[src/sv/sus_pkg.sv]
// ----------------------------------------------------------------------------
// sus_pkg
// Shared types and codes for the sorted unique set: request codes, response
// codes, control states and the update command sent to the cell chain.
// ----------------------------------------------------------------------------
package sus_pkg;

    localparam int VALUE_W  = 32;
    localparam int OUT_W    = 5;
    localparam int STATUS_W = 3;

    typedef enum logic [1:0] {
        OP_INSERT = 2'd0,
        OP_DELETE = 2'd1,
        OP_LOOKUP = 2'd2
    } op_t;

    typedef enum logic [STATUS_W-1:0] {
        STAT_INSERTED  = 3'd0,
        STAT_DUPLICATE = 3'd1,
        STAT_DELETED   = 3'd2,
        STAT_NOTFOUND  = 3'd3,
        STAT_FULL      = 3'd4,
        STAT_FOUND     = 3'd5
    } status_t;

    typedef enum logic [1:0] {
        ST_IDLE,
        ST_WALK,
        ST_DONE
    } state_t;

    typedef struct packed {
        logic ins;
        logic del;
    } upd_cmd_t;

endpackage

[src/sv/sorted_unique_set_core.sv]
// ----------------------------------------------------------------------------
// sorted_unique_set_core
// Bounded set of distinct signed values with insert, delete and lookup.
// ----------------------------------------------------------------------------
// The set is held in a chain of CAPACITY cells, kept physically ascending;
// the order bit only changes how ranks are reported, so it may be rewritten
// at any idle time. One request word is taken at a time: a start cycle, a
// scan token that walks the chain one cell per cycle, then an update cycle
// that shifts the cells in parallel and registers the response. The next
// word can be accepted once that update has been made. A new word is
// accepted while the previous response waits, but its update is held
// until that response has been taken.
module sorted_unique_set_core #(
    parameter int CAPACITY = 16
) (
    input  logic                               clk,
    input  logic                               rst_n,
    input  logic                               cfg_we,
    input  logic                               cfg_wdata,
    input  logic                               in_valid,
    output logic                               in_ready,
    input  logic [1:0]                         operation,
    input  logic signed [sus_pkg::VALUE_W-1:0] value,
    output logic                               out_valid,
    input  logic                               out_ready,
    output logic [sus_pkg::STATUS_W-1:0]       status,
    output logic [sus_pkg::OUT_W-1:0]          position,
    output logic [sus_pkg::OUT_W-1:0]          entry_count
);
    import sus_pkg::*;

    localparam int CNT_W = $clog2(CAPACITY + 1);

    logic signed [VALUE_W-1:0] req_value;
    logic                      start;
    logic [CNT_W-1:0]          count;
    upd_cmd_t                  upd;
    logic signed [VALUE_W-1:0] cell_value [CAPACITY];
    logic [CNT_W-1:0]          tok_cnt    [CAPACITY];
    logic [CAPACITY-1:0]       lt_flag;
    logic [CAPACITY-1:0]       tok_valid;
    logic [CAPACITY-1:0]       tok_hit;
    logic [CAPACITY-1:0]       occ;

    sus_ctrl #(
        .CAPACITY (CAPACITY),
        .CNT_W    (CNT_W)
    ) u_ctrl (
        .clk         (clk),
        .rst_n       (rst_n),
        .cfg_we      (cfg_we),
        .cfg_wdata   (cfg_wdata),
        .in_valid    (in_valid),
        .in_ready    (in_ready),
        .operation   (operation),
        .value       (value),
        .out_valid   (out_valid),
        .out_ready   (out_ready),
        .status      (status),
        .position    (position),
        .entry_count (entry_count),
        .req_value   (req_value),
        .start       (start),
        .count       (count),
        .upd         (upd),
        .tok_valid   (tok_valid[CAPACITY-1]),
        .tok_cnt     (tok_cnt[CAPACITY-1]),
        .tok_hit     (tok_hit[CAPACITY-1])
    );

    for (genvar i = 0; i < CAPACITY; i++)
    begin : g_cell
        logic                      prev_lt;
        logic signed [VALUE_W-1:0] prev_value;
        logic signed [VALUE_W-1:0] next_value;
        logic                      tin_valid;
        logic [CNT_W-1:0]          tin_cnt;
        logic                      tin_hit;

        assign occ[i] = (CNT_W'(i) < count);

        if (i == 0)
        begin : g_head
            assign prev_lt    = 1'b1;
            assign prev_value = req_value;
            assign tin_valid  = start;
            assign tin_cnt    = '0;
            assign tin_hit    = 1'b0;
        end
        else
        begin : g_body
            assign prev_lt    = lt_flag[i-1];
            assign prev_value = cell_value[i-1];
            assign tin_valid  = tok_valid[i-1];
            assign tin_cnt    = tok_cnt[i-1];
            assign tin_hit    = tok_hit[i-1];
        end

        if (i == CAPACITY - 1)
        begin : g_tail
            assign next_value = '0;
        end
        else
        begin : g_inner
            assign next_value = cell_value[i+1];
        end

        sus_cell #(
            .CNT_W (CNT_W)
        ) u_cell (
            .clk           (clk),
            .rst_n         (rst_n),
            .req_value     (req_value),
            .upd           (upd),
            .occupied      (occ[i]),
            .prev_lt       (prev_lt),
            .prev_value    (prev_value),
            .next_value    (next_value),
            .tok_in_valid  (tin_valid),
            .tok_in_cnt    (tin_cnt),
            .tok_in_hit    (tin_hit),
            .value         (cell_value[i]),
            .lt_flag       (lt_flag[i]),
            .tok_out_valid (tok_valid[i]),
            .tok_out_cnt   (tok_cnt[i]),
            .tok_out_hit   (tok_hit[i])
        );
    end

`ifndef SYNTHESIS
    a_one_token: assert property (@(posedge clk) disable iff (!rst_n)
        $onehot0({tok_valid, start}))
        else $error("More than one scan token in the chain.");

    a_busy_scan: assert property (@(posedge clk) disable iff (!rst_n)
        (tok_valid != '0) |-> !in_ready)
        else $error("A word was offered as accepted during a scan.");

    a_count_bound: assert property (@(posedge clk) disable iff (!rst_n)
        count <= CNT_W'(CAPACITY))
        else $error("Entry count exceeds the capacity.");

    a_full_status: assert property (@(posedge clk) disable iff (!rst_n)
        (out_valid && (status == STAT_FULL)) |-> (count == CNT_W'(CAPACITY)))
        else $error("Full response while the set has room.");
`endif

endmodule

[src/sv/sus_cell.sv]
// ----------------------------------------------------------------------------
// sus_cell
// One entry of the set. Holds a value, compares it with the request as the
// scan token passes, and shifts toward or away from its neighbors on update.
// ----------------------------------------------------------------------------
module sus_cell #(
    parameter int CNT_W = 5
) (
    input  logic                                   clk,
    input  logic                                   rst_n,
    input  logic signed [sus_pkg::VALUE_W-1:0]     req_value,
    input  sus_pkg::upd_cmd_t                      upd,
    input  logic                                   occupied,
    input  logic                                   prev_lt,
    input  logic signed [sus_pkg::VALUE_W-1:0]     prev_value,
    input  logic signed [sus_pkg::VALUE_W-1:0]     next_value,
    input  logic                                   tok_in_valid,
    input  logic [CNT_W-1:0]                       tok_in_cnt,
    input  logic                                   tok_in_hit,
    output logic signed [sus_pkg::VALUE_W-1:0]     value,
    output logic                                   lt_flag,
    output logic                                   tok_out_valid,
    output logic [CNT_W-1:0]                       tok_out_cnt,
    output logic                                   tok_out_hit
);
    import sus_pkg::*;

    logic signed [VALUE_W-1:0] value_reg;
    logic signed [VALUE_W-1:0] value_next;
    logic                      lt_flag_reg;
    logic                      lt_flag_next;
    logic                      tok_valid_reg;
    logic [CNT_W-1:0]          tok_cnt_reg;
    logic                      tok_hit_reg;
    logic                      is_lt;
    logic                      is_eq;

    assign is_lt = occupied && (value_reg < req_value);
    assign is_eq = occupied && (value_reg == req_value);

    always_comb
    begin
        value_next   = value_reg;
        lt_flag_next = tok_in_valid ? is_lt : lt_flag_reg;
        if (upd.ins && !lt_flag_reg)
        begin
            value_next = prev_lt ? req_value : prev_value;
        end
        else if (upd.del && !lt_flag_reg)
        begin
            value_next = next_value;
        end
    end

    always_ff @(posedge clk)
    begin
        value_reg   <= value_next;
        lt_flag_reg <= lt_flag_next;
        tok_cnt_reg <= tok_in_cnt + CNT_W'(is_lt);
        tok_hit_reg <= tok_in_hit | is_eq;
    end

    always_ff @(posedge clk or negedge rst_n)
    begin
        if (!rst_n)
        begin
            tok_valid_reg <= 1'b0;
        end
        else
        begin
            tok_valid_reg <= tok_in_valid;
        end
    end

    assign value         = value_reg;
    assign lt_flag       = lt_flag_reg;
    assign tok_out_valid = tok_valid_reg;
    assign tok_out_cnt   = tok_cnt_reg;
    assign tok_out_hit   = tok_hit_reg;

endmodule

[src/sv/sus_ctrl.sv]
// ----------------------------------------------------------------------------
// sus_ctrl
// Request sequencer. Takes one word, launches the scan token down the cell
// chain, decides the response from the token's totals and drives the update.
// ----------------------------------------------------------------------------
module sus_ctrl #(
    parameter int CAPACITY = 16,
    parameter int CNT_W    = 5
) (
    input  logic                                   clk,
    input  logic                                   rst_n,
    input  logic                                   cfg_we,
    input  logic                                   cfg_wdata,
    input  logic                                   in_valid,
    output logic                                   in_ready,
    input  logic [1:0]                             operation,
    input  logic signed [sus_pkg::VALUE_W-1:0]     value,
    output logic                                   out_valid,
    input  logic                                   out_ready,
    output logic [sus_pkg::STATUS_W-1:0]           status,
    output logic [sus_pkg::OUT_W-1:0]              position,
    output logic [sus_pkg::OUT_W-1:0]              entry_count,
    output logic signed [sus_pkg::VALUE_W-1:0]     req_value,
    output logic                                   start,
    output logic [CNT_W-1:0]                       count,
    output sus_pkg::upd_cmd_t                      upd,
    input  logic                                   tok_valid,
    input  logic [CNT_W-1:0]                       tok_cnt,
    input  logic                                   tok_hit
);
    import sus_pkg::*;

    state_t                    state_reg;
    state_t                    state_next;
    logic [1:0]                op_reg;
    logic signed [VALUE_W-1:0] value_reg;
    logic                      start_reg;
    logic [CNT_W-1:0]          count_reg;
    logic [CNT_W-1:0]          count_next;
    logic                      desc_reg;
    logic [CNT_W-1:0]          lt_reg;
    logic                      hit_reg;
    logic                      out_valid_reg;
    logic                      out_valid_next;
    logic [STATUS_W-1:0]       status_reg;
    logic [STATUS_W-1:0]       status_next;
    logic [OUT_W-1:0]          pos_reg;
    logic [OUT_W-1:0]          ecnt_reg;
    logic                      accept;
    logic                      fire;
    logic [CNT_W-1:0]          rank;
    logic [CNT_W+OUT_W-1:0]    rank_ext;
    logic [CNT_W+OUT_W-1:0]    count_ext;

    assign accept = in_valid && (state_reg == ST_IDLE);
    assign fire   = (state_reg == ST_DONE) && (!out_valid_reg || out_ready);

    always_comb
    begin
        state_next = state_reg;
        case (state_reg)
            ST_IDLE:
            begin
                if (in_valid)
                begin
                    state_next = ST_WALK;
                end
            end
            ST_WALK:
            begin
                if (tok_valid)
                begin
                    state_next = ST_DONE;
                end
            end
            ST_DONE:
            begin
                if (fire)
                begin
                    state_next = ST_IDLE;
                end
            end
            default:
            begin
                state_next = ST_IDLE;
            end
        endcase
    end

    // In descending order the rank counts the entries above the value.
    assign rank = desc_reg ? (count_reg - lt_reg - CNT_W'(hit_reg)) : lt_reg;
    assign rank_ext  = {{OUT_W{1'b0}}, rank};
    assign count_ext = {{OUT_W{1'b0}}, count_next};

    always_comb
    begin
        upd         = '0;
        count_next  = count_reg;
        status_next = STAT_NOTFOUND;
        case (op_reg)
            OP_INSERT:
            begin
                if (hit_reg)
                begin
                    status_next = STAT_DUPLICATE;
                end
                else if (count_reg == CNT_W'(CAPACITY))
                begin
                    status_next = STAT_FULL;
                end
                else
                begin
                    status_next = STAT_INSERTED;
                    upd.ins     = fire;
                    count_next  = count_reg + CNT_W'(1);
                end
            end
            OP_DELETE:
            begin
                if (hit_reg)
                begin
                    status_next = STAT_DELETED;
                    upd.del     = fire;
                    count_next  = count_reg - CNT_W'(1);
                end
            end
            default:
            begin
                status_next = hit_reg ? STAT_FOUND : STAT_NOTFOUND;
            end
        endcase
    end

    always_comb
    begin
        out_valid_next = out_valid_reg && !out_ready;
        if (fire)
        begin
            out_valid_next = 1'b1;
        end
    end

    always_ff @(posedge clk or negedge rst_n)
    begin
        if (!rst_n)
        begin
            state_reg     <= ST_IDLE;
            start_reg     <= 1'b0;
            count_reg     <= '0;
            desc_reg      <= 1'b0;
            out_valid_reg <= 1'b0;
        end
        else
        begin
            state_reg     <= state_next;
            start_reg     <= accept;
            out_valid_reg <= out_valid_next;
            if (fire)
            begin
                count_reg <= count_next;
            end
            if (cfg_we)
            begin
                desc_reg <= cfg_wdata;
            end
        end
    end

    always_ff @(posedge clk)
    begin
        if (accept)
        begin
            op_reg    <= operation;
            value_reg <= value;
        end
        if ((state_reg == ST_WALK) && tok_valid)
        begin
            lt_reg  <= tok_cnt;
            hit_reg <= tok_hit;
        end
        if (fire)
        begin
            status_reg <= status_next;
            pos_reg    <= rank_ext[OUT_W-1:0];
            ecnt_reg   <= count_ext[OUT_W-1:0];
        end
    end

    assign in_ready    = (state_reg == ST_IDLE);
    assign out_valid   = out_valid_reg;
    assign status      = status_reg;
    assign position    = pos_reg;
    assign entry_count = ecnt_reg;
    assign req_value   = value_reg;
    assign start       = start_reg;
    assign count       = count_reg;

endmodule
[config.mk]
export PLATFORM = sky130hd
export DESIGN_NAME = sorted_unique_set_core
export DESIGN_NICKNAME = d
export VERILOG_FILES = /design/src/sv/sus_pkg.sv /design/src/sv/sorted_unique_set_core.sv /design/src/sv/sus_cell.sv /design/src/sv/sus_ctrl.sv
export SDC_FILE = /design/constraint.sdc
export NUM_CORES = 2
export LEC_CHECK = 0
export ABC_AREA = 1
export BUFFER_PORTS_ARGS = -buffer_cell sky130_fd_sc_hd__buf_2
export CAP_MARGIN = 25
export CORE_MARGIN = 4
export CORE_UTILIZATION = 45
export CTS_CLUSTER_SIZE = 14
export DETAILED_ROUTE_END_ITERATION = 6
export GPL_ROUTABILITY_DRIVEN = 0
export SYNTH_ARGS = -nofsm -noshare
export SYNTH_HDL_FRONTEND = slang
export SYNTH_SLANG_ARGS = --single-unit
[constraint.sdc]
create_clock -name clk -period 7.27 [get_ports clk]
set_input_delay 2.181 -clock clk [delete_from_list [all_inputs] [get_ports clk]]
set_output_delay 2.181 -clock clk [all_outputs]
set_load 0.1 [all_outputs]
# --- Yosys cells after proc, flatten, opt, wreduce, memory -nomap -nowiden ---
# Index checks and enable logic that the tools add are counted.
op_classes:
  n_addsub: 19
  order_cmp: 32
  eq_ne: 23
  n_mux: 67
  n_bitwise: 15
  n_reduce_logical: 106
op_table:
  columns: ["operator", "n"]
  rows:
  - ["$mux W32", 47]
  - ["$eq A32 B32 Y1", 16]
  - ["$lt A32 B32 Y1", 16]
  - ["$add A5 B1 Y5", 14]
  - ["$logic_and A1 B1 Y1", 68]
  - ["$lt A4 B5 Y1 const A", 8]
  - ["$reduce_bool A2 Y1", 16]
  - ["$lt A3 B5 Y1 const A", 4]
  - ["$mux W5", 4]
  - ["$logic_not A1 Y1", 18]
  - ["$or A1 B1 Y1", 15]
  - ["$lt A1 B5 Y1 const A", 2]
  - ["$lt A2 B5 Y1 const A", 2]
  - ["$pmux W5 S2", 1]
  - ["$mux W3", 3]
  - ["$mux W1", 7]
  - ["$mux W2", 3]
  - ["$pmux W2 S3", 1]
  - ["$pmux W3 S2", 1]
  - ["$add A5 B1 Y5 const B", 1]
  - ["$eq A5 B5 Y1 const B", 1]
  - ["$sub A5 B1 Y5", 1]
  - ["$sub A5 B1 Y5 const B", 1]
  - ["$sub A5 B5 Y5", 1]
  - ["8 further kinds", 11]
totals:
  ff_bits: 699
  output_inout_bits: 15
  wordCells: 354

# --- Longest topological paths before layout ---
depth:
  depth_word: 8
  mapped_depth: 20
  ltp_nobuf: 20

# --- Hierarchy ---
# From an unflattened synthesis, not the netlist that was laid out.
unflattened:
  cells_unflattened: 5730
  area_unflattened_um2: 47654.5
by_module_without_submodules:
  columns: ["module", "instances", "cells_per_inst", "area_each_um2", "seq_area_each_um2"]
  rows:
  - ["sus_cell at g_cell[0].u_cell ...", 15, 343, 2806.4, 1136.1]
  - ["sus_cell at g_cell[1].u_cell", 1, 344, 2786.4, 1136.1]
  - ["sus_ctrl", 1, 203, 2610.0, 1841.8]
  - ["sorted_unique_set_core", 1, 38, 161.4, 0.0]

# --- Worst setup path before layout ---
# OpenSTA, ideal clock, no wires.
synth_timing:
  kind: "input to register"
  startpoint: "in out_ready"
  endpoint: "reg g_cell[0].u_cell.value_reg[0], enable pin"
  arrival_ns: 4.525
  required_time_ns: 6.849
  path_slack_ns: 2.324
  stages: 7
  path_cell_list: "nor2_1 -> nor2_2 -> nand4_4 -> buf_12 -> o31a_2 -> buf_2 -> nor2_1"
synth_via:
  elab_chain_len: 7
  elab_cells_between_ends: 10
  classes_between: "mux: 5; reduce/logical: 5"
synth_rtl:
  columns: ["item", "line_no", "rtl"]
  rows:
  - ["start, declared", "sorted_unique_set_core.sv:25", "input logic out_ready,"]
  - ["$logic_or A1 B1 Y1 (*)", "sus_ctrl.sv:56", "assign fire = (state_reg == ST_DONE) && (!out_valid_reg || out_ready);"]
  - ["$logic_and A1 B1 Y1 (*)", "sus_ctrl.sv:56", null]
  - ["$mux W1", "sus_ctrl.sv:107", "else if (count_reg == CNT_W'(CAPACITY))"]
  - ["$mux W1", "sus_ctrl.sv:103", "if (hit_reg)"]
  - ["$mux W1", "sus_ctrl.sv:100", "case (op_reg)"]
  - ["$logic_and A1 B1 Y1", "sus_cell.sv:45", "if (upd.ins && !lt_flag_reg)"]
  - ["$reduce_bool A2 Y1 (no line) (*)", null, null]
  - ["end signal, assigned", "sus_cell.sv:57", "value_reg <= value_next;"]
  - ["end, declared", "sus_cell.sv:28", "logic signed [VALUE_W-1:0] value_reg;"]
# Every way passes the cells marked *; elsewhere a longest branch is shown, timed or not.
# A chain may end at the register's enable or synchronous reset.

# --- Final worst setup path ---
layout_timing:
  startpoint: "in out_ready"
  endpoint: "reg g_cell[13].u_cell.value_reg[8], enable pin"
layout_via:
  elab_chain_len: 7
  elab_cells_between_ends: 10
  classes_between: "mux: 5; reduce/logical: 5"
layout_rtl:
  columns: ["item", "line_no"]
  rows:
  - ["$logic_or A1 B1 Y1 (*)", "sus_ctrl.sv:56"]
  - ["$logic_and A1 B1 Y1 (*)", "sus_ctrl.sv:56"]
  - ["$mux W1", "sus_ctrl.sv:107"]
  - ["$mux W1", "sus_ctrl.sv:103"]
  - ["$mux W1", "sus_ctrl.sv:100"]
  - ["$logic_and A1 B1 Y1", "sus_cell.sv:45"]
  - ["$reduce_bool A2 Y1 (no line) (*)", null]
  - ["end signal, assigned", "sus_cell.sv:57"]
  - ["end, declared", "sus_cell.sv:28"]
# Marked as above.

==> results.ini <==
[clock_network]
cts_resized=0
root_buffer=clkbuf_16
cts_hold_buffers=0
cts_buffer_depth=3
htreeDepth=3
cts_tree=done
clk_pin_slew_ps=50
cts_setup_buffers=0
numCtsBuffers=79
cts.sinks=693
clk_latency_ps=630

[route]
drc=0
drtPass1Iterations=5
vias_per_cell=5.227
finalWirelength_um=105100
drtAntennaViolNets=0
wl_per_cell_um=16.86
drtIter0Drc=1944
via_count=32569

[grt]
grt_util_all_layers_pct=20.23
grt_max_degree=67
grt_pass1_vias=31058
grt_pass1_wl_um=168700
grt_remaining_overflow=0
antenna_found_initial=4

[outcome]
status=finished clean

[final_layout]
diodes=0
largest_register_ffs=512
mostFrequentLayoutCells=nand2_1 (1517), edfxtp_1 (581), ha_1 (548)
final_common_cell=nand2_1
stdcell_area_um2=48310
area_growth_pct=8.975
drive_gt1_share_pct=5.873
n_fill_cell=9126
instances_no_fill=6231
nets=5482
postLayoutCoreUtil_pct=49.66

[die]
num_rows=114
dieHeight_um=321.9
num_io_pins=55
core_region_area_um2=97280
initial_core_util_pct=45.57
die_area_um2=103600
fp.dieW_um=321.9

[placed_design]
portBuffers=54
dpl_cell_area_um2=45800
placed_cells=6085
dpl.hpwl_um=81360

[worst_setup_path]
cp_max_fo=32
end_kind=flip-flop
reg2reg_depth=6
cp.arrival_ps=4260
crit_start=out_ready
crit_path_start_kind=input pin
r2r_start=u_ctrl.count[1]
cp_data_required_time_ps=7520
path_class=in2reg

[timing]
relSlewSlack_pct=33.58
drv_slew=0
setup_tns_ps=0
rsz0062_at_grt=no
hold_viol=0
fmax_mhz=249.3
finalCritPeriodShare_pct=55.17
finClkSkew_ps=23.37
whs_ps=381.8
period_needed_ps=4011
tightest_slew_ps=993.9
setup_viol=0

[synth]
syn_inst=4926
avgSynthCellArea_um2=8.999
synth-main-ff-cell=edfxtp_1
ys_seq_area_share_pct=44.71
synthDistinctLibCells=46
synth_edf_count=581
synth_fp_nets=5516
synth_area_um2=44330
async_reset_ff_share_pct=3.752
yosysWarnings=0
synth_seq_cells=693

[hold_path]
hp-start=g_cell[13].u_cell.tok_out_valid
holdCritPathClass=reg2reg
holdPathStages=0

[power]
p_per_area_nw_per_um2=251.3
leakage_nw=19.15
irDropWorstVdd_mv=0.1619

[job]
maxCapViolations=0

where the power goes:
group | leakage, nW | internal [W] | total (W) | switching [W]
Clock | 1.22 | 0.00222 | 0.00386 | 0.00163
Combinational | 11.6 | 0.00108 | 0.00337 | 0.00229
Sequential | 6.30 | 0.00468 | 0.00492 | 0.000241
path summary, 6_finish.rpt:
path,end,slack [ps]
worst max-delay path,g_cell[13].u_cell.value[8],3260
worst min-delay path,g_cell[14].u_cell.tok_out_valid,380
worst max register to register,g_cell[13].u_cell.value[8],3510
worst min register to register,g_cell[14].u_cell.tok_out_valid,380
max in group asynchronous,g_cell[0].u_cell.tok_out_valid,5160
min in group asynchronous,u_ctrl.desc_reg,1620
layout make-up:
type                       count  area (um2)  area share, %
inverter                     188       705.7          1.461
clock buffer                 113        2242          4.641
clock inverter                31       229.0         0.4740
tap                         1276        1597          3.305
sequential                   693       19820          41.02
multi-input combinational   3806       22880          47.37
timing repair buffer         124       833.3          1.725
metal layers:
layer / routed length, um / part of all wire (%) / track usage, %
met1: 51660 / 49 / 28.50
met2: 45340 / 43 / 32.13
met3: 4063 / 3.9 / 2.526
met4: 3986 / 3.8 / 7.426
met5: 0 / 0 / 0
Yosys cell counts, types with 3 or more instances:
library cell | count | area [um2]
nor2_8 | 9 | 180.2
inv_2 | 3 | 11.26
buf_1 | 16 | 60.06
nor2_2 | 8 | 50.05
xnor2_1 | 23 | 201.4
o21ai_0 | 516 | 2582
nand4_1 | 31 | 193.9
o21a_1 | 462 | 3468
nand2_1 | 1517 | 5694
o211ai_1 | 17 | 127.6
clkbuf_1 | 129 | 484.2
a21o_1 | 5 | 37.54
buf_2 | 93 | 465.5
nor2_1 | 177 | 664.4
xor2_1 | 21 | 183.9
nor4_1 | 18 | 112.6
nor3_1 | 20 | 100.1
dfxtp_1 | 86 | 1722
a21oi_1 | 290 | 1451
inv_1 | 185 | 694.4
a31o_2 | 13 | 113.9
nand3_1 | 62 | 310.3
dfrtp_1 | 26 | 650.6
ha_1 | 548 | 6857
o21ai_1 | 43 | 215.2
edfxtp_1 | 581 | 17450
per-stage QoR:
step	power (W)	setup WS, ps
after global placement	0.008279	2481
final	0.01214	3259
after global routing	0.01298	3110
after detailed placement	0.008378	2470
after floorplan	0.007397	2324
after CTS	0.01228	3171
worst max-delay path, stage by stage:
cell     delay [ps]
buf_2            90
nor2_1           70
nor2_2          170
nand4_4         350
o31a_2          510
nor2_4          860
logic make-up after synthesis:
family / count (synthesis) / synth area share [%]
simple gates: 1853 / 16.68
buf+inv: 427 / 3.915
compound gates: 1359 / 18.27
flops: 693 / 44.71
fa+ha+maj: 550 / 15.56
xor+xnor: 44 / 0.8693
No activity file was read; power rests on OpenSTA's default activity.
